$ cat config.mk
export PLATFORM = sky130hd
export DESIGN_NAME = ansi_truecolor_sgr_run_splitter_flat
export DESIGN_NICKNAME = d
export VERILOG_FILES = /design/src/hw/rtl/atsr_pkg.sv /design/src/hw/rtl/atsr_in_if.sv /design/src/hw/rtl/atsr_out_if.sv /design/src/hw/rtl/ansi_truecolor_sgr_run_splitter.sv /design/src/flat_wrapper.sv
export SDC_FILE = /design/constraint.sdc
export NUM_CORES = 1
export LEC_CHECK = 0
export ABC_AREA = 1
export BUFFER_PORTS_ARGS = -buffer_cell sky130_fd_sc_hd__buf_2
export CAP_MARGIN = 20
export CORE_UTILIZATION = 50
export CTS_CLUSTER_DIAMETER = 80
export DETAILED_ROUTE_END_ITERATION = 6
export HOLD_SLACK_MARGIN = 0.05
export PLACE_DENSITY = 0.68
export SYNTH_ARGS = -nofsm -noshare
export SYNTH_HDL_FRONTEND = slang
export SYNTH_SLANG_ARGS = --single-unit
export TNS_END_PERCENT = 100
$ cat constraint.sdc
create_clock -name clk -period 8.15 [get_ports clk]
set_input_delay 2.0375 -clock clk [delete_from_list [all_inputs] [get_ports clk]]
set_output_delay 2.0375 -clock clk [all_outputs]
set_load 0.05 [all_outputs]
$ cat src/hw/rtl/atsr_pkg.sv
package atsr_pkg;

    localparam int MAX_PARAMS = 8;
    localparam int NUM_KEPT   = 5;
    localparam int PCNT_W     = $clog2(MAX_PARAMS + 1);
    localparam int ACC_W      = 32;
    localparam int CFG_IDX_W  = 2;
    localparam int QDEPTH     = 2;

    localparam logic [1:0] MODE_TEXT = 2'd0;
    localparam logic [1:0] MODE_ESC  = 2'd1;
    localparam logic [1:0] MODE_SEQ  = 2'd2;

    localparam logic [CFG_IDX_W-1:0] CFG_RED   = 2'd0;
    localparam logic [CFG_IDX_W-1:0] CFG_GREEN = 2'd1;
    localparam logic [CFG_IDX_W-1:0] CFG_BLUE  = 2'd2;

    localparam logic [7:0] CHAR_ESC   = 8'h1b;
    localparam logic [7:0] CHAR_LBRKT = 8'h5b;
    localparam logic [7:0] CHAR_M     = 8'h6d;
    localparam logic [7:0] CHAR_SEMI  = 8'h3b;
    localparam logic [7:0] CHAR_0     = 8'h30;
    localparam logic [7:0] CHAR_9     = 8'h39;
    localparam logic [7:0] CHAR_SPACE = 8'h20;
    localparam logic [7:0] CHAR_HIGH  = 8'h80;

    localparam logic [ACC_W-1:0] SGR_FG  = 32'd38;
    localparam logic [ACC_W-1:0] SGR_RGB = 32'd2;
    localparam logic [ACC_W-1:0] SGR_RST = 32'd0;
    localparam logic [3:0]       DEC_BASE = 4'd10;

    localparam logic [7:0] RESET_RED   = 8'd131;
    localparam logic [7:0] RESET_GREEN = 8'd148;
    localparam logic [7:0] RESET_BLUE  = 8'd150;

    typedef struct packed {
        logic [7:0] r;
        logic [7:0] g;
        logic [7:0] b;
    } color_t;

    typedef struct packed {
        logic       has_text;
        logic [7:0] text_byte;
        logic [7:0] red;
        logic [7:0] green;
        logic [7:0] blue;
        logic       run_start;
        logic       line_done;
        logic       last_of_item;
    } result_t;

    function automatic result_t text_result(input logic [7:0] ch, input color_t col,
                                            input logic rs);
        result_t res;
        res.has_text     = 1'b1;
        res.text_byte    = ch;
        res.red          = col.r;
        res.green        = col.g;
        res.blue         = col.b;
        res.run_start    = rs;
        res.line_done    = 1'b0;
        res.last_of_item = 1'b0;
        return res;
    endfunction

    function automatic result_t marker_result();
        result_t res;
        res              = '0;
        res.line_done    = 1'b1;
        res.last_of_item = 1'b1;
        return res;
    endfunction

endpackage

$ cat src/hw/rtl/atsr_in_if.sv
interface atsr_in_if;
    logic       valid;
    logic       ready;
    logic       opcode;
    logic [7:0] in_byte;

    modport source (output valid, output opcode, output in_byte, input ready);
    modport sink   (input valid, input opcode, input in_byte, output ready);
endinterface

$ cat src/hw/rtl/atsr_out_if.sv
interface atsr_out_if;
    logic       valid;
    logic       ready;
    logic       has_text;
    logic [7:0] text_byte;
    logic [7:0] red;
    logic [7:0] green;
    logic [7:0] blue;
    logic       run_start;
    logic       line_done;
    logic       last_of_item;

    modport source (output valid, output has_text, output text_byte, output red,
                    output green, output blue, output run_start, output line_done,
                    output last_of_item, input ready);
    modport sink   (input valid, input has_text, input text_byte, input red,
                    input green, input blue, input run_start, input line_done,
                    input last_of_item, output ready);
endinterface

$ cat src/hw/rtl/ansi_truecolor_sgr_run_splitter.sv
// Strips ESC-[ ... m sequences from a byte stream and tags each visible byte with its
// 38;2;r;g;b color and a run-start flag; an end-of-line beat yields a line_done result.
// An accepted beat lands in an input register, is decoded into a two-entry result
// queue register, and the head of that queue drives the result port.
// The block takes one input beat per cycle while results drain; a beat that yields two
// results (a held ESC followed by a byte other than '[' or ESC, or a held ESC at end
// of line) needs two result beats, so the sustained rate is one result beat per cycle
// at the result port while result.ready is held high.
// Default color registers are written through cfg_wr_en / cfg_index / cfg_data and
// take effect at the next line start or on a reset (0) parameter.
module ansi_truecolor_sgr_run_splitter
    import atsr_pkg::*;
(
    input  logic                 clk,
    input  logic                 rst_n,
    input  logic                 cfg_wr_en,
    input  logic [CFG_IDX_W-1:0] cfg_index,
    input  logic [7:0]           cfg_data,
    atsr_in_if.sink              item,
    atsr_out_if.source           result
);

    logic              in_vld_reg;
    logic              in_op_reg;
    logic [7:0]        in_byte_reg;

    color_t            dflt_reg;
    color_t            cur_reg, cur_next;
    logic [1:0]        mode_reg, mode_next;
    logic [ACC_W-1:0]  pv_reg [NUM_KEPT];
    logic [ACC_W-1:0]  pv_next [NUM_KEPT];
    logic [ACC_W-1:0]  pv_f [NUM_KEPT];
    logic [PCNT_W-1:0] pcnt_reg, pcnt_next, pcnt_f;
    logic [ACC_W-1:0]  acc_reg, acc_next, acc_mul;
    logic              rp_reg, rp_next;

    result_t           q_reg [QDEPTH];
    result_t           q_next [QDEPTH];
    logic [1:0]        qcnt_reg, qcnt_next, qcnt_ap;

    result_t           r0, r1;
    logic [1:0]        n_res;
    logic [1:0]        mode_eff;
    color_t            fin_color;
    logic              pop, fits, proc, is_ctrl, is_digit;

    // output side
    assign pop                 = result.valid && result.ready;
    assign result.valid        = (qcnt_reg != 2'd0);
    assign result.has_text     = q_reg[0].has_text;
    assign result.text_byte    = q_reg[0].text_byte;
    assign result.red          = q_reg[0].red;
    assign result.green        = q_reg[0].green;
    assign result.blue         = q_reg[0].blue;
    assign result.run_start    = q_reg[0].run_start;
    assign result.line_done    = q_reg[0].line_done;
    assign result.last_of_item = q_reg[0].last_of_item;

    assign qcnt_ap    = qcnt_reg - {1'b0, pop};
    assign fits       = ({1'b0, qcnt_ap} + {1'b0, n_res}) <= 3'(QDEPTH);
    assign proc       = in_vld_reg && fits;
    assign item.ready = !in_vld_reg || proc;

    assign mode_eff = (mode_reg == MODE_SEQ || mode_reg == MODE_ESC) ? mode_reg : MODE_TEXT;
    assign is_ctrl  = (in_byte_reg < CHAR_SPACE) || (in_byte_reg >= CHAR_HIGH);
    assign is_digit = (in_byte_reg >= CHAR_0) && (in_byte_reg <= CHAR_9);
    assign acc_mul  = acc_reg * ACC_W'(DEC_BASE) + ACC_W'(in_byte_reg - CHAR_0);

    // parameter push and sequence close
    always_comb
    begin
        for (int i = 0; i < NUM_KEPT; i++)
        begin
            pv_f[i] = (pcnt_reg < PCNT_W'(MAX_PARAMS) && pcnt_reg == PCNT_W'(i))
                      ? acc_reg : pv_reg[i];
        end
        pcnt_f = (pcnt_reg < PCNT_W'(MAX_PARAMS)) ? pcnt_reg + PCNT_W'(1) : pcnt_reg;
        if (pcnt_f >= PCNT_W'(NUM_KEPT) && pv_f[0] == SGR_FG && pv_f[1] == SGR_RGB)
        begin
            fin_color = '{r: pv_f[2][7:0], g: pv_f[3][7:0], b: pv_f[4][7:0]};
        end
        else if (pv_f[0] == SGR_RST)
        begin
            fin_color = dflt_reg;
        end
        else
        begin
            fin_color = cur_reg;
        end
    end

    // decode
    always_comb
    begin
        mode_next = mode_reg;
        cur_next  = cur_reg;
        pcnt_next = pcnt_reg;
        acc_next  = acc_reg;
        rp_next   = rp_reg;
        n_res     = 2'd0;
        r0        = '0;
        r1        = '0;
        for (int i = 0; i < NUM_KEPT; i++)
        begin
            pv_next[i] = pv_reg[i];
        end

        if (in_op_reg)
        begin
            if (mode_eff == MODE_ESC)
            begin
                r0    = text_result(CHAR_ESC, cur_reg, rp_reg);
                r1    = marker_result();
                n_res = 2'd2;
            end
            else
            begin
                r0    = marker_result();
                n_res = 2'd1;
            end
            mode_next = MODE_TEXT;
            cur_next  = dflt_reg;
            pcnt_next = '0;
            acc_next  = '0;
            rp_next   = 1'b1;
        end
        else
        begin
            case (mode_eff)
                MODE_ESC:
                begin
                    if (in_byte_reg == CHAR_LBRKT)
                    begin
                        mode_next = MODE_SEQ;
                        pcnt_next = '0;
                        acc_next  = '0;
                        rp_next   = 1'b1;
                    end
                    else
                    begin
                        mode_next = MODE_TEXT;
                        r0        = text_result(CHAR_ESC, cur_reg, rp_reg);
                        rp_next   = 1'b0;
                        if (in_byte_reg == CHAR_ESC)
                        begin
                            mode_next = MODE_ESC;
                            n_res     = 2'd1;
                        end
                        else
                        begin
                            r1    = text_result(in_byte_reg, cur_reg, 1'b0);
                            n_res = 2'd2;
                        end
                    end
                end
                MODE_SEQ:
                begin
                    if (in_byte_reg == CHAR_M || is_ctrl)
                    begin
                        pv_next   = pv_f;
                        pcnt_next = pcnt_f;
                        acc_next  = '0;
                        cur_next  = fin_color;
                        mode_next = MODE_TEXT;
                        if (is_ctrl)
                        begin
                            if (in_byte_reg == CHAR_ESC)
                            begin
                                mode_next = MODE_ESC;
                            end
                            else
                            begin
                                r0      = text_result(in_byte_reg, fin_color, rp_reg);
                                n_res   = 2'd1;
                                rp_next = 1'b0;
                            end
                        end
                    end
                    else if (is_digit)
                    begin
                        acc_next = acc_mul;
                    end
                    else if (in_byte_reg == CHAR_SEMI)
                    begin
                        pv_next   = pv_f;
                        pcnt_next = pcnt_f;
                        acc_next  = '0;
                    end
                end
                default:
                begin
                    if (in_byte_reg == CHAR_ESC)
                    begin
                        mode_next = MODE_ESC;
                    end
                    else
                    begin
                        r0      = text_result(in_byte_reg, cur_reg, rp_reg);
                        n_res   = 2'd1;
                        rp_next = 1'b0;
                    end
                end
            endcase
        end

        if (n_res == 2'd1)
        begin
            r0.last_of_item = 1'b1;
        end
        if (n_res == 2'd2)
        begin
            r1.last_of_item = 1'b1;
        end
    end

    // result queue
    always_comb
    begin
        q_next[0] = pop ? q_reg[1] : q_reg[0];
        q_next[1] = q_reg[1];
        if (proc)
        begin
            if (qcnt_ap == 2'd0 && n_res != 2'd0)
            begin
                q_next[0] = r0;
            end
            if (qcnt_ap == 2'd1 && n_res != 2'd0)
            begin
                q_next[1] = r0;
            end
            if (qcnt_ap == 2'd0 && n_res == 2'd2)
            begin
                q_next[1] = r1;
            end
        end
        qcnt_next = qcnt_ap + (proc ? n_res : 2'd0);
    end

    always_ff @(posedge clk or negedge rst_n)
    begin
        if (!rst_n)
        begin
            in_vld_reg <= 1'b0;
            qcnt_reg   <= '0;
            mode_reg   <= MODE_TEXT;
            cur_reg    <= '{r: RESET_RED, g: RESET_GREEN, b: RESET_BLUE};
            dflt_reg   <= '{r: RESET_RED, g: RESET_GREEN, b: RESET_BLUE};
            pcnt_reg   <= '0;
            acc_reg    <= '0;
            rp_reg     <= 1'b1;
        end
        else
        begin
            if (item.ready)
            begin
                in_vld_reg <= item.valid;
            end
            qcnt_reg <= qcnt_next;
            if (proc)
            begin
                mode_reg <= mode_next;
                cur_reg  <= cur_next;
                pcnt_reg <= pcnt_next;
                acc_reg  <= acc_next;
                rp_reg   <= rp_next;
            end
            if (cfg_wr_en)
            begin
                case (cfg_index)
                    CFG_RED:   dflt_reg.r <= cfg_data;
                    CFG_GREEN: dflt_reg.g <= cfg_data;
                    CFG_BLUE:  dflt_reg.b <= cfg_data;
                    default:   ;
                endcase
            end
        end
    end

    always_ff @(posedge clk)
    begin
        if (item.valid && item.ready)
        begin
            in_op_reg   <= item.opcode;
            in_byte_reg <= item.in_byte;
        end
        if (proc)
        begin
            pv_reg <= pv_next;
        end
        q_reg <= q_next;
    end

    a_qcnt_bound: assert property (@(posedge clk) disable iff (!rst_n)
        qcnt_reg <= 2'(QDEPTH))
        else $error("result queue overfilled");

    a_eol_clears: assert property (@(posedge clk) disable iff (!rst_n)
        proc && in_op_reg |=> mode_reg == MODE_TEXT && rp_reg && pcnt_reg == '0)
        else $error("end of line did not clear parser state");

    a_stall_holds: assert property (@(posedge clk) disable iff (!rst_n)
        in_vld_reg && !proc |=> in_vld_reg && $stable(in_byte_reg) && $stable(in_op_reg))
        else $error("held input beat lost");

    a_seq_silent: assert property (@(posedge clk) disable iff (!rst_n)
        proc && !in_op_reg && mode_eff == MODE_SEQ && !is_ctrl |-> n_res == 2'd0)
        else $error("sequence byte produced output");

endmodule
$ cat src/flat_wrapper.sv
// flat-port wrapper written by rule: the top's interface ports become plain ports
module ansi_truecolor_sgr_run_splitter_flat import atsr_pkg::*;
  (clk, rst_n, cfg_wr_en, cfg_index, cfg_data, item_valid, item_opcode, item_in_byte, item_ready, result_valid, result_has_text, result_text_byte, result_red, result_green, result_blue, result_run_start, result_line_done, result_last_of_item, result_ready);
  atsr_in_if item_i ();
  atsr_out_if result_i ();
  input  logic clk;
  input  logic rst_n;
  input  logic cfg_wr_en;
  input  logic [CFG_IDX_W-1:0] cfg_index;
  input  logic [7:0] cfg_data;
  input wire logic [$bits(item_i.valid)-1:0] item_valid;
  input wire logic [$bits(item_i.opcode)-1:0] item_opcode;
  input wire logic [$bits(item_i.in_byte)-1:0] item_in_byte;
  output wire logic [$bits(item_i.ready)-1:0] item_ready;
  output wire logic [$bits(result_i.valid)-1:0] result_valid;
  output wire logic [$bits(result_i.has_text)-1:0] result_has_text;
  output wire logic [$bits(result_i.text_byte)-1:0] result_text_byte;
  output wire logic [$bits(result_i.red)-1:0] result_red;
  output wire logic [$bits(result_i.green)-1:0] result_green;
  output wire logic [$bits(result_i.blue)-1:0] result_blue;
  output wire logic [$bits(result_i.run_start)-1:0] result_run_start;
  output wire logic [$bits(result_i.line_done)-1:0] result_line_done;
  output wire logic [$bits(result_i.last_of_item)-1:0] result_last_of_item;
  input wire logic [$bits(result_i.ready)-1:0] result_ready;
  assign item_i.valid = item_valid;
  assign item_i.opcode = item_opcode;
  assign item_i.in_byte = item_in_byte;
  assign item_ready = item_i.ready;
  assign result_valid = result_i.valid;
  assign result_has_text = result_i.has_text;
  assign result_text_byte = result_i.text_byte;
  assign result_red = result_i.red;
  assign result_green = result_i.green;
  assign result_blue = result_i.blue;
  assign result_run_start = result_i.run_start;
  assign result_line_done = result_i.line_done;
  assign result_last_of_item = result_i.last_of_item;
  assign result_i.ready = result_ready;
  ansi_truecolor_sgr_run_splitter u_core (.clk(clk), .rst_n(rst_n), .cfg_wr_en(cfg_wr_en), .cfg_index(cfg_index), .cfg_data(cfg_data), .item(item_i), .result(result_i));
endmodule
# Word-level counts from Yosys, hierarchy flattened
# Cells that the tools add are included.
dict set report totals {
  reg_bits 331
  input_bits 24
  out_inout_bits 38
}
dict set report classes {
  add_sub_neg 6
  multipliers 1
  n_lt_le_gt_ge 7
  n_eq_ne 26
  mux 69
  n_bitwise 1
  n_reduce_logical 41
}
# operator n
set op_table {}
lappend op_table {{$mux W36} 15}
lappend op_table {{$mux W160} 3}
lappend op_table {{$mux W32} 10}
lappend op_table {{$mux W24} 5}
lappend op_table {{$mux W72} 1}
lappend op_table {{$pmux W36 S2} 1}
lappend op_table {{$pmux W32 S2} 1}
lappend op_table {{$add A32 B32 Y32} 1}
lappend op_table {{$eq A32 B2 Y1 const B} 1}
lappend op_table {{$eq A32 B6 Y1 const B} 1}
lappend op_table {{$logic_not A32 Y1} 1}
lappend op_table {{$mul A32 B3 Y31 const B} 1}
lappend op_table {{$mux W2} 14}
lappend op_table {{$mux W4} 6}
lappend op_table {{$eq A8 B7 Y1 const B} 2}
lappend op_table {{$logic_and A1 B1 Y1} 14}
lappend op_table {{$reduce_bool A2 Y1} 6}
lappend op_table {{$eq A2 B1 Y1 const B} 5}
lappend op_table {{$reduce_and A5 Y1} 2}
lappend op_table {{$mux W1} 9}
lappend op_table {{$reduce_and A3 Y1} 3}
lappend op_table {{$sub A8 B6 Y9 const B} 1}
lappend op_table {{$eq A2 B2 Y1 const B} 4}
lappend op_table {{$eq A4 B2 Y1 const B} 2}
lappend op_table {{other kinds (33)} 42}

# Depth between registers and ports, before layout
# Gate-level depths: netlist (run 1).
dict set report depth {
  word_depth 16
  mapped_depth 24
  depth_no_buf 24
}

# Worst setup path before layout (run 1)
# Ideal clock, no wire load.
dict set report synth_timing {
  kind {input-to-reg}
  from {input port result_ready}
  to {register u_core.q_reg[0] in the netlist's numbering (enable)}
  setup_time_ps 441
  arrival_time_ps 6058
  path_slack_ps 1651
  stages 12
  path_buffers 1
  path_cell_list {nand2_1 > inv_1 > clkbuf_1 > ha_1 > inv_1 > ha_1 > inv_1 > fa_1 > o21ai_0 > nor2_1 > inv_1 > a21oi_1}
}
dict set report synth_via {
  elab_chain_len 6
  word_cells_on_any_way 11
  classes_between {2 x add/sub; 1 x order compare; 1 x eq/ne; 7 x reduce/logical}
}
# element line
set synth_rtl {}
lappend synth_rtl {{start, declared} flat_wrapper.sv:24} ;# input wire logic [$bits(result_i.ready)-1:0] result_ready;
lappend synth_rtl {{$logic_and A1 B1 Y1 *} ansi_truecolor_sgr_run_splitter.sv:48} ;# assign pop = result.valid && result.ready;
lappend synth_rtl {{$sub A2 B1 Y2 *} ansi_truecolor_sgr_run_splitter.sv:59} ;# assign qcnt_ap = qcnt_reg - {1'b0, pop};
lappend synth_rtl {{$add A2 B2 Y3 (tied with other cells)} ansi_truecolor_sgr_run_splitter.sv:60} ;# assign fits = ({1'b0, qcnt_ap} + {1'b0, n_res}) <= 3'(QDEPTH);
lappend synth_rtl {{$le A3 B2 Y1 (tied with other cells)} ansi_truecolor_sgr_run_splitter.sv:60}
lappend synth_rtl {{$logic_and A1 B1 Y1 or $reduce_bool A2 Y1 (tied branches)} --}
lappend synth_rtl {{$reduce_and A2 Y1 (no source line) *} --}
lappend synth_rtl {{end signal, assigned} ansi_truecolor_sgr_run_splitter.sv:290} ;# q_reg <= q_next;
lappend synth_rtl {{end, declared} ansi_truecolor_sgr_run_splitter.sv:37} ;# result_t q_reg [QDEPTH];
# Mark *: on every way between the ends. The rest lies on a longest branch, timed or not.
# A chain may end at the register's enable or synchronous reset.

# Worst setup path in the final report (run 1)
dict set report layout_timing {
  from {input port result_ready}
  to {output port item_ready}
}
dict set report layout_via {
  elab_chain_len 6
}
# element line
set layout_rtl {}
lappend layout_rtl {{$logic_and A1 B1 Y1} ansi_truecolor_sgr_run_splitter.sv:48}
lappend layout_rtl {{$sub A2 B1 Y2} ansi_truecolor_sgr_run_splitter.sv:59}
lappend layout_rtl {{$add A2 B2 Y3} ansi_truecolor_sgr_run_splitter.sv:60}
lappend layout_rtl {{$le A3 B2 Y1} ansi_truecolor_sgr_run_splitter.sv:60}
lappend layout_rtl {{$logic_and A1 B1 Y1} ansi_truecolor_sgr_run_splitter.sv:61} ;# assign proc = in_vld_reg && fits;
lappend layout_rtl {{$logic_or A1 B1 Y1} ansi_truecolor_sgr_run_splitter.sv:62} ;# assign item.ready = !in_vld_reg || proc;
lappend layout_rtl {{end, declared} flat_wrapper.sv:14} ;# output wire logic [$bits(item_i.ready)-1:0] item_ready;
# No other way between the ends.

==> summary.txt, run 1 <==
Status
  – Run status: completed

Clock network
  – CTS Hold Bufs: 0
  – # clock sinks: roughly 260
  – H-tree level count: 1
  – CTS resizes: 0
  – Clk buf depth: 3
  – Clock Tree Root: clkbuf_16
  – Post CTS Setup Buffer Count: 0
  – Worst-path clk slew: 0.07 ns
  – Number of CTS-inserted buffers: 29
  – CTS tree: yes
  – Clk Latency, worst-skew pair: 0.56 ns

Yosys
  – Synth top area share: 23.4%
  – Post-synth net total: between 2000 and 2500
  – Sequential-to-total area share from yosys stat: 40.9%
  – Adder-cell area share of the yosys netlist: between 7 and 8%
  – Synthesized area: between 0.015 and 0.02 mm²
  – Synth Area in Simple Gates: 27.4%
  – Post-synthesis xor/xnor area fraction: under 10%
  – EDFF count, synth: between 100 and 150
  – Post-synthesis mux area share: less than 1%
  – Asr flop ratio synth: 34.7%
  – Largest cells by area after synthesis: edfxtp_1 (23%), nand2_1 (15%), dfrtp_1 (10%)
  – Top cells by count, synth: nand2_1 (682), inv_1 (233), nand3_1 (216), nor2_1 (160), o21ai_0 (136)
  – Flops & latches, synth: approximately 260
  – Largest family of logic cells by synthesized area: simple AND/OR/NAND/NOR gates
  – Top_reg_cell synth: edfxtp_1
  – Post-synthesis cell count: 2271
  – Post-synthesis compound-gate area fraction: around 13%
  – Unique masters post-synth: 50
  – Synth area leader: edfxtp_1
  – Count leader, synth: nand2_1
  – Synth Warn #: 0
  – Avg Synthesized Cell Area: approximately 7.5 µm²

Floorplan
  – Die Span X: between 150 and 200 µm
  – Initial core utilization: 50.9%
  – Die Ht: 187 µm
  – Std cell rows: 67
  – Die area: between 0.03 and 0.04 mm²
  – IO Count: just over 60
  – Core Area: roughly 0.034 mm²

Worst setup path
  – Critical setup path kind: in2out
  – CP max stage delay: 0.50 ns
  – Worst Path Buf+Inv: 5
  – Required time of the critical path: just over 6 ns
  – Cell Chain, Critical Path: buf_2, nand2_1, buf_4, inv_1, buf_4, ha_1, xnor2_1, fa_1, o21ai_0, nand2_1, buf_2
  – CP Max Fanout: 37
  – Critical Path Start Type: primary input
  – Worst path slowest cell: fa_1
  – Crit path DAT: 4.70 ns
  – Cell family with most CP delay: buffers and inverters
  – Worst setup EP type: output port

Route
  – Antenna violation net count after detailed routing: 0
  – Per-cell routed wire length: between 15 and 20 µm
  – Pre-antenna DRT Iters: 6
  – Via count: between 15000 and 20000
  – Initial DRC count: 1603
  – # DRC: 0
  – Routed WL: around 50 mm
  – Post-detailed-route via-to-cell ratio: about 5.6

Pwr
  – Clock network power share: slightly below 20%
  – Power Density: ~360 mW/mm²
  – Psw: a little over 3 mW
  – Internal power: between 3 and 4 mW
  – Peak VDD IR: 375 µV
  – Seq pwr share: about a third
  – Power Total: between 6 and 7 mW
  – Comb pwr share: around half
  – Leakage: around 8.9 nW
  – Sw frac: approximately 47%

Layout
  – Max reg flops: 88
  – Area Growth Syn to Fin: 7.57%
  – Nets: about 2400
  – Layout cells sized above 1: under 10%
  – Antenna Cells: 0
  – Post-route cell area: between 0.015 and 0.02 mm²

GRT
  – Antenna violations before repair: 0
  – Pin count of the biggest net entering global routing: 80
  – Vias in the first global route: about 14000
  – GRT overflow: 0
  – GRT Overall Usage: 27.5%
  – Global-route wire length before repair: just under 80 mm

Placed design
  – HPWL Detailed: roughly 35 mm
  – Placed inst area: around 0.017 mm²
  – I/O Buffers: approximately 60
  – Final Wtd Congestion: 0.916

Timing
  – Final Setup Violations: 0
  – TNS Setup: 0 ns
  – Clk_skew: 0.0125 ns
  – Max Slew Vio Count: 0
  – Post-route minimum period: about 6.7 ns
  – Worst-Margin Slew: between 1 and 1.5 ns
  – Max Clock Freq: 0.148 GHz
  – RSZ-0062 raised after global routing: no
  – Max-Slew Margin vs Limit: ~30%
  – Period utilization: 82.7%
  – Final Hold Vio Count: 0

Hold path
  – Min-Delay Path Class: reg2reg

Run
  – Max cap viols: 0
-- metal layers --
| metal | part of all wire [%] | up-vias | global-route usage, % |
|---|---|---|---|
| met5 | 0 | - | 0 |
| li1 | - | 7499 | - |
| met1 | 49 | 7157 | 42.9 |
| met3 | 7.7 | 71 | 4.07 |
| met2 | 41 | 630 | 39.9 |
| met4 | 2.2 | 0 | 6.27 |
-- layout by cell type (no fill, tap or decap), types with 19 or more instances in the layout --
cell	n
a21oi_1	119
buf_2	60
clkbuf_16	29
dfrtp_1	69
dfstp_2	21
dfxtp_1	36
edfxtp_1	133
ha_1	97
inv_1	232
nand2_1	682
nand3_1	216
nor2_1	159
o211ai_1	24
o21ai_0	136
o22ai_1	20
o31ai_1	29
or2_2	21
xnor2_1	19
xor2_1	27
-- path summary, 6_finish.rpt --
check,from,endpoint,slack [ns],cells after the start
max in group asynchronous,rst_n,u_core.acc_reg[27],5.50,2
min,u_core.q_reg[30],u_core.result.text_byte[3],0.50,2
min in group asynchronous,rst_n,u_core.cur_reg[19],1.53,1
max reg2reg,u_core.in_byte_reg[6],u_core.acc_reg[27],2.22,19
max,result_ready,item_ready,1.41,11
min reg2reg,u_core.q_reg[30],u_core.result.text_byte[3],0.50,2
-- layout make-up --
class / count / area, µm²
tap: 448 / 561
fill: 3176 / 15200
clock buffer: 34 / 754
clock inverter: 19 / 180
timing repair buffer: 77 / 453
inverter: 234 / 880
sequential: 259 / 6990
multi-input combinational: 1652 / 8570
-- cells by family (layout without fill, tap and decap cells) --
group	after synthesis	count (layout)
AO/OA/AOI/OAI	379	379
XOR/XNOR	46	46
adder cells (fa/ha/maj)	101	101
buffers and inverters	360	364
flip-flops	259	259
multiplexers	2	2
AND/OR/NAND/NOR	1124	1124
-- per-stage QoR --
step	hold WS (ns)	std cells	setup WS (ns)	util, %
floorplan	0.461	2271	1.65	-
global placement	0.474	2668	1.46	51.8
detailed placement	0.488	2668	1.34	51.8
CTS	0.503	2721	1.42	54.6
global route	0.512	2723	1.19	54.7
finish	0.499	2723	1.41	54.7
-- power by group through the flow --
stage	Combinational, mW	Sequential, mW	Clock (mW)
2_1_floorplan	2.50	2.03	0
3_3_place_gp	3.09	2.08	0
3_5_place_dp	3.13	2.09	0
4_1_cts	3.15	2.07	1.32
5_1_grt	3.56	2.11	1.37
6_report	3.19	2.08	1.31
-- worst register-to-register path: stages, from the launching register on --
cell	delay [ns]
edfxtp_1	0.52
o21ai_0	0.44
nand2_1	0.17
nor2_1	0.72
nand2_1	0.17
nand4_1	0.14
nand2_1	0.15
inv_1	0.13
ha_1	0.16
inv_1	0.06
fa_1	0.53
o21ai_0	0.14
nor2_1	0.42
nand3_1	0.23
a21oi_2	0.15
buf_4	0.29
nand2_1	0.67
inv_1	0.50
nand2_1	0.08
o21ai_0	0.17
Power figures use the tool's default switching activity.
==> inputs of run 2 (changes only) <==
==> constraint.sdc (replaced) <==
create_clock -name clk -period 6.6 [get_ports clk]
set_input_delay 1.65 -clock clk [delete_from_list [all_inputs] [get_ports clk]]
set_output_delay 1.65 -clock clk [all_outputs]
set_load 0.05 [all_outputs]
==> run 2 against run 1 <==
  * Non-clock buffer count up 5
  * Largest cell class unchanged
  * Die area unchanged
  * Design area up 0.57%
==> summary.txt, run 2 (synthesis results as in run 1) <==
GRT
  – GRT Overall Usage: 28.0% (+0.50 points)
  – Pin count of the biggest net entering global routing: 79 (-1.3%)
  – Global-route wire length before repair: 78.5 mm (+1.1%)
  – Antenna violations before repair: 0 (unchanged)
  – GRT overflow: 0 (unchanged)
  – Vias in the first global route: 14300 (+2.1%)

Clock network
  – Post CTS Setup Buffer Count: 0 (unchanged)
  – Clk Latency, worst-skew pair: 0.57 ns (about the same)
  – Clock Tree Root: clkbuf_16
  – CTS resizes: 0 (unchanged)
  – CTS tree: yes
  – Number of CTS-inserted buffers: 30 (+3.4%)
  – CTS Hold Bufs: 0 (unchanged)
  – Worst-path clk slew: 0.06 ns (about the same)
  – H-tree level count: 1 (unchanged)
  – # clock sinks: 259 (unchanged)
  – Clk buf depth: 3 (unchanged)

Timing
  – Post-route minimum period: slightly below 6 ns
  – Final Hold Vio Count: 0 (unchanged)
  – Max-Slew Margin vs Limit: 27.9% (-1.6 points)
  – Clk_skew: 0.0261 ns (+0.0136 ns)
  – Setup WS post-layout: 0.709 ns (-0.702 ns)
  – Final Setup Violations: 0 (unchanged)
  – TNS Setup: 0 ns (unchanged)
  – Period utilization: 89.3%
  – Worst-Margin Slew: 1.08 ns (+0.0267 ns)
  – Max Slew Vio Count: 0 (unchanged)
  – RSZ-0062 raised after global routing: no
  – Max Clock Freq: 0.170 GHz
  – Hold slack: 0.490 ns (-0.00899 ns)

Layout
  – Nets: 2384 (+0.25%)
  – Max reg flops: 88 (unchanged)
  – Commonest non-fill, non-tap cells in the layout: nand2_1 (682), inv_1 (232), nand3_1 (216)
  – Layout cells sized above 1: 7.97% (+0.10 points)
  – Area Growth Syn to Fin: 8.18%
  – Antenna Cells: 0 (unchanged)
  – Most common cell after layout, fill and taps aside: nand2_1

Floorplan
  – IO Count: 62 (unchanged)
  – Die area: 0.0349 mm² (unchanged)
  – Std cell rows: 67 (unchanged)
  – Core Area: 0.0336 mm² (unchanged)
  – Die Ht: 187 µm (unchanged)
  – Initial core utilization: 50.9% (unchanged)
  – Die Span X: 187 µm (unchanged)

Worst setup path
  – CP dominant cell by count: nand2_1
  – Worst setup EP type: output port
  – CP Max Fanout: 11 (-70%)
  – CP max stage delay: 0.69 ns (+0.19 ns)
  – Critical setup path kind: reg2out
  – Cell Chain, Critical Path: o21ai_0, nand2_1, nor2_1, nand2_1, nand4_1, nand2_1, inv_1, ha_1, inv_1, fa_1, o21ai_0, nand2_1, buf_2
  – Critical Path Start Type: flop
  – Worst path slowest cell: nor2_1
  – Required time of the critical path: 4.95 ns (-1.16 ns)
  – Crit path DAT: 4.24 ns (-0.46 ns)

Run
  – Max cap viols: 0 (unchanged)

Placed design
  – I/O Buffers: 61 (unchanged)
  – Final Wtd Congestion: 0.916 (about the same)
  – Pre-CTS setup slack: 1.28 ns (-0.0642 ns)
  – HPWL Detailed: 35.8 mm (+2.5%)

Route
  – # DRC: 0 (unchanged)
  – Via count: 15300 (-0.14%)
  – Routed WL: 49.2 mm (+0.77%)
  – Initial DRC count: 1536 (-4.2%)
  – Antenna violation net count after detailed routing: 0 (unchanged)
  – Pre-antenna DRT Iters: 6 (unchanged)
  – Post-detailed-route via-to-cell ratio: 5.62 (-0.43%)
  – Per-cell routed wire length: 18.0 µm (+0.48%)

Pwr
  – Peak VDD IR: 422 µV (+13%)
  – Power Density: 445 mW/mm² (+24%)
  – Leakage: 8.92 nW (+0.55%)

Hold path
  – Min-Delay Path Class: reg2reg

Status
  – Run status: completed
-- run 2: cell type report --
type                            count  area (µm²)
Tap cell                          448         561
Inverter                          234         880
Clock buffer                       37         798
Sequential cell                   259        6990
Timing Repair Buffer               82         490
Clock inverter                     19         204
Multi-Input combinational cell   1652        8570
Fill cell                        3217       15100
-- run 2: through the flow --
step | total power [mW] | instance area [µm²] | utilization, % | instances
floorplan | 5.60 | 17100 | - | 2271
global placement | 6.39 | 17500 | 52.0 | 2673
detailed placement | 6.48 | 17500 | 52.0 | 2674
CTS | 8.20 | 18500 | 55.0 | 2730
global route | 8.80 | 18500 | 55.0 | 2731
finish | 8.23 | 18500 | 55.0 | 2731
-- run 2: worst paths after layout --
check	slack (ns)	to	startpoint	cells past startpoint
setup / recovery	0.71	item_ready	u_core.in_byte_reg[6]	13
hold / removal	0.49	u_core.result.text_byte[5]	u_core.q_reg[32]	2
setup reg to reg	1.18	u_core.acc_reg[30]	u_core.in_byte_reg[6]	20
hold reg to reg	0.49	u_core.result.text_byte[5]	u_core.q_reg[32]	2
max in group asynchronous	4.38	u_core.acc_reg[19]	rst_n	2
min in group asynchronous	1.07	u_core.cur_reg[22]	rst_n	1
-- run 2: worst max-delay path, delay by kind of cell (launching register included) --
| family | cells | cell delay [ns] |
|---|---|---|
| AO/OA/AOI/OAI | 2 | 0.74 |
| adder cells (fa/ha/maj) | 2 | 0.62 |
| buffers and inverters | 3 | 0.42 |
| flip-flops | 1 | 0.49 |
| AND/OR/NAND/NOR | 6 | 1.42 |
-- run 2: metal layers --
layer  routed length, µm  global-route usage, %  part of all wire, %  vias to the layer above
li1                    -                      -                    -                     7531
met1               23200                   41.9                   47                     7166
met4                 891                   6.24                  1.8                        0
met5                   0                      0                    0                        -
met3                4490                   6.36                  9.1                       55
met2               20600                   41.1                   42                      584
-- run 2: power breakdown --
group / total, mW / switching [mW] / internal, mW
Clock: 1.70 / 0.690 / 1.01
Sequential: 2.55 / 0.294 / 2.26
Combinational: 3.98 / 2.83 / 1.14
==> inputs of run 3 (changes only) <==
--- a/config.mk
+++ b/config.mk
@@ -8,11 +8,11 @@
 export ABC_AREA = 1
 export BUFFER_PORTS_ARGS = -buffer_cell sky130_fd_sc_hd__buf_2
 export CAP_MARGIN = 20
-export CORE_UTILIZATION = 50
+export CORE_UTILIZATION = 40
 export CTS_CLUSTER_DIAMETER = 80
 export DETAILED_ROUTE_END_ITERATION = 6
 export HOLD_SLACK_MARGIN = 0.05
-export PLACE_DENSITY = 0.68
+export PLACE_DENSITY = 0.57
 export SYNTH_ARGS = -nofsm -noshare
 export SYNTH_HDL_FRONTEND = slang
 export SYNTH_SLANG_ARGS = --single-unit
==> run 3 against run 2 <==
  * Power increased by 0.80%
  * Register-to-register slack gained 0.12 ns
  * Worst setup slack improved by 0.022 ns
  * Largest power group unchanged
  * Core utilization down 11 points
  * Clock skew down 0.0096 ns
  * Critical endpoint unchanged
  * Design area increased by 1.0%
==> summary.txt, run 3 (synthesis results as in run 1) <==
Worst setup path
  – Reg2reg start: u_core.in_byte_reg[6]
  – Required time of the critical path: 4.95 ns (about the same)
  – Critical setup path kind: reg2out
  – Critical Path Start Type: flop
  – Worst Setup SP: u_core.in_byte_reg[6]
  – Crit path DAT: 4.22 ns (-0.02 ns)
  – Worst setup EP type: output port
  – CP Max Fanout: 11 (unchanged)

Layout
  – Commonest non-fill, non-tap cells in the layout: nand2_1 (682), inv_1 (232), nand3_1 (216)
  – Utilization after layout: 44.4% (-11 points)
  – Register area: 0.00699 mm² (unchanged)
  – Most common cell after layout, fill and taps aside: nand2_1
  – Fill cells: 4296 (+34%)
  – Area Growth Syn to Fin: 9.27%
  – Max reg flops: 88 (unchanged)
  – Antenna Cells: 0 (unchanged)
  – Nets: 2388 (+0.17%)
  – Area used by multi-input combinational logic: 0.00857 mm² (unchanged)
  – Layout cells sized above 1: 8.18% (+0.20 points)

Clock network
  – Post CTS Setup Buffer Count: 0 (unchanged)
  – # clock sinks: 259 (unchanged)
  – Worst-path clk slew: 0.06 ns (about the same)
  – CTS Hold Bufs: 0 (unchanged)
  – Number of CTS-inserted buffers: 34 (+13%)
  – CTS tree: yes
  – Clock Tree Root: clkbuf_16
  – CTS resizes: 0 (unchanged)
  – H-tree level count: 2 (+1)
  – Clk Latency, worst-skew pair: 0.53 ns (-0.04 ns)
  – Clk buf depth: 3 (unchanged)

Floorplan
  – Die Ht: 209 µm (+12%)
  – IO Count: 62 (unchanged)
  – Std cell rows: 75 (+12%)
  – Initial core utilization: 40.7% (-10 points)
  – Die Span X: 209 µm (+12%)
  – Die area: 0.0436 mm² (+25%)
  – Core Area: 0.0420 mm² (+25%)

Timing
  – Period utilization: 88.9% (-0.33 points)
  – Final Hold Vio Count: 0 (unchanged)
  – Clk_skew: 0.0165 ns (-0.00960 ns)
  – RSZ-0062 raised after global routing: no
  – TNS Setup: 0 ns (unchanged)
  – Max-Slew Margin vs Limit: 32.0% (+4.0 points)
  – Max Slew Vio Count: 0 (unchanged)
  – Worst-Margin Slew: 1.02 ns (-0.0607 ns)
  – Final Setup Violations: 0 (unchanged)
  – Hold slack: 0.501 ns (+0.0118 ns)
  – Max Clock Freq: 0.170 GHz (+0.37%)
  – Post-route minimum period: 5.87 ns (-0.0217 ns)

GRT
  – Pin count of the biggest net entering global routing: 65 (-18%)
  – Antenna violations before repair: 0 (unchanged)
  – Global-route wire length before repair: 79.8 mm (+1.7%)
  – Vias in the first global route: 14200 (-0.17%)
  – GRT overflow: 0 (unchanged)
  – GRT Overall Usage: 23.0% (-5.0 points)

Route
  – Routed WL: 49.7 mm (+1.0%)
  – Via count: 15100 (-1.8%)
  – Per-cell routed wire length: 17.6 µm (-2.4%)
  – Initial DRC count: 1253 (-18%)
  – Post-detailed-route via-to-cell ratio: 5.33 (-5.1%)
  – Antenna violation net count after detailed routing: 0 (unchanged)
  – Pre-antenna DRT Iters: 6 (unchanged)
  – # DRC: 0 (unchanged)

Placed design
  – Final Wtd Congestion: 0.924 (+0.88%)
  – I/O Buffers: 61 (unchanged)
  – HPWL Detailed: 35.8 mm (-0.11%)

Pwr
  – Leakage: 8.96 nW (+0.48%)
  – Power Density: 444 mW/mm² (-0.20%)
  – Power Total: 8.30 mW (+0.80%)
  – Peak VDD IR: 354 µV (-16%)

Run
  – Max cap viols: 0 (unchanged)

Hold path
  – Min-delay src: u_core.q_reg[30]
  – Min-Delay Path Class: reg2reg

Status
  – Run status: completed
## run 3: metal layers
layer	track usage [%]	share of wire (%)	vias to the layer above
met5	0	0	-
met4	6.26	2.3	0
met3	3.79	5.7	71
met2	34.6	42	418
met1	34.1	50	7059
li1	-	-	7516
## run 3: power breakdown
part	switching (mW)	internal [mW]
clock	0.719	1.10
sequential	0.285	2.26
combinational	2.82	1.12
## run 3: final timing paths
kind / to / slack [ns] / cells past startpoint
worst max-delay path: item_ready / 0.73 / 13
worst min-delay path: u_core.result.text_byte[3] / 0.50 / 2
worst max register to register: u_core.q_reg[24] / 1.30 / 15
worst min register to register: u_core.result.text_byte[3] / 0.50 / 2
max in group asynchronous: u_core.cur_reg[0] / 4.35 / 2
min in group asynchronous: u_core.qcnt_reg[0] / 1.16 / 1
## run 3: stage by stage
step	cell area [µm²]	worst slack (ns)	std cells
after floorplan	17100	0.488	2271
after global placement	17600	1.33	2766
after detailed placement	17600	1.28	2766
after CTS	18700	0.777	2826
after global routing	18700	0.394	2826
final	18700	0.731	2826
## run 3: area by class of cell
class,instances,area share [%]
Multi-Input combinational cell,1652,45.9
Sequential cell,259,37.4
Clock buffer,51,5.39
Inverter,234,4.71
Tap cell,539,3.61
Timing Repair Buffer,82,2.56
Clock inverter,9,0.429
## run 3: critical path, stage by stage (launching register included)
cell and delay, ns:
edfxtp_1 0.49, o21ai_0 0.40, nand2_1 0.15, nor2_1 0.72, nand2_1 0.18, nand4_1 0.14, nand2_1 0.12, inv_1 0.14
ha_1 0.15, inv_1 0.05, fa_1 0.47, o21ai_0 0.34, nand2_1 0.12, buf_2 0.23
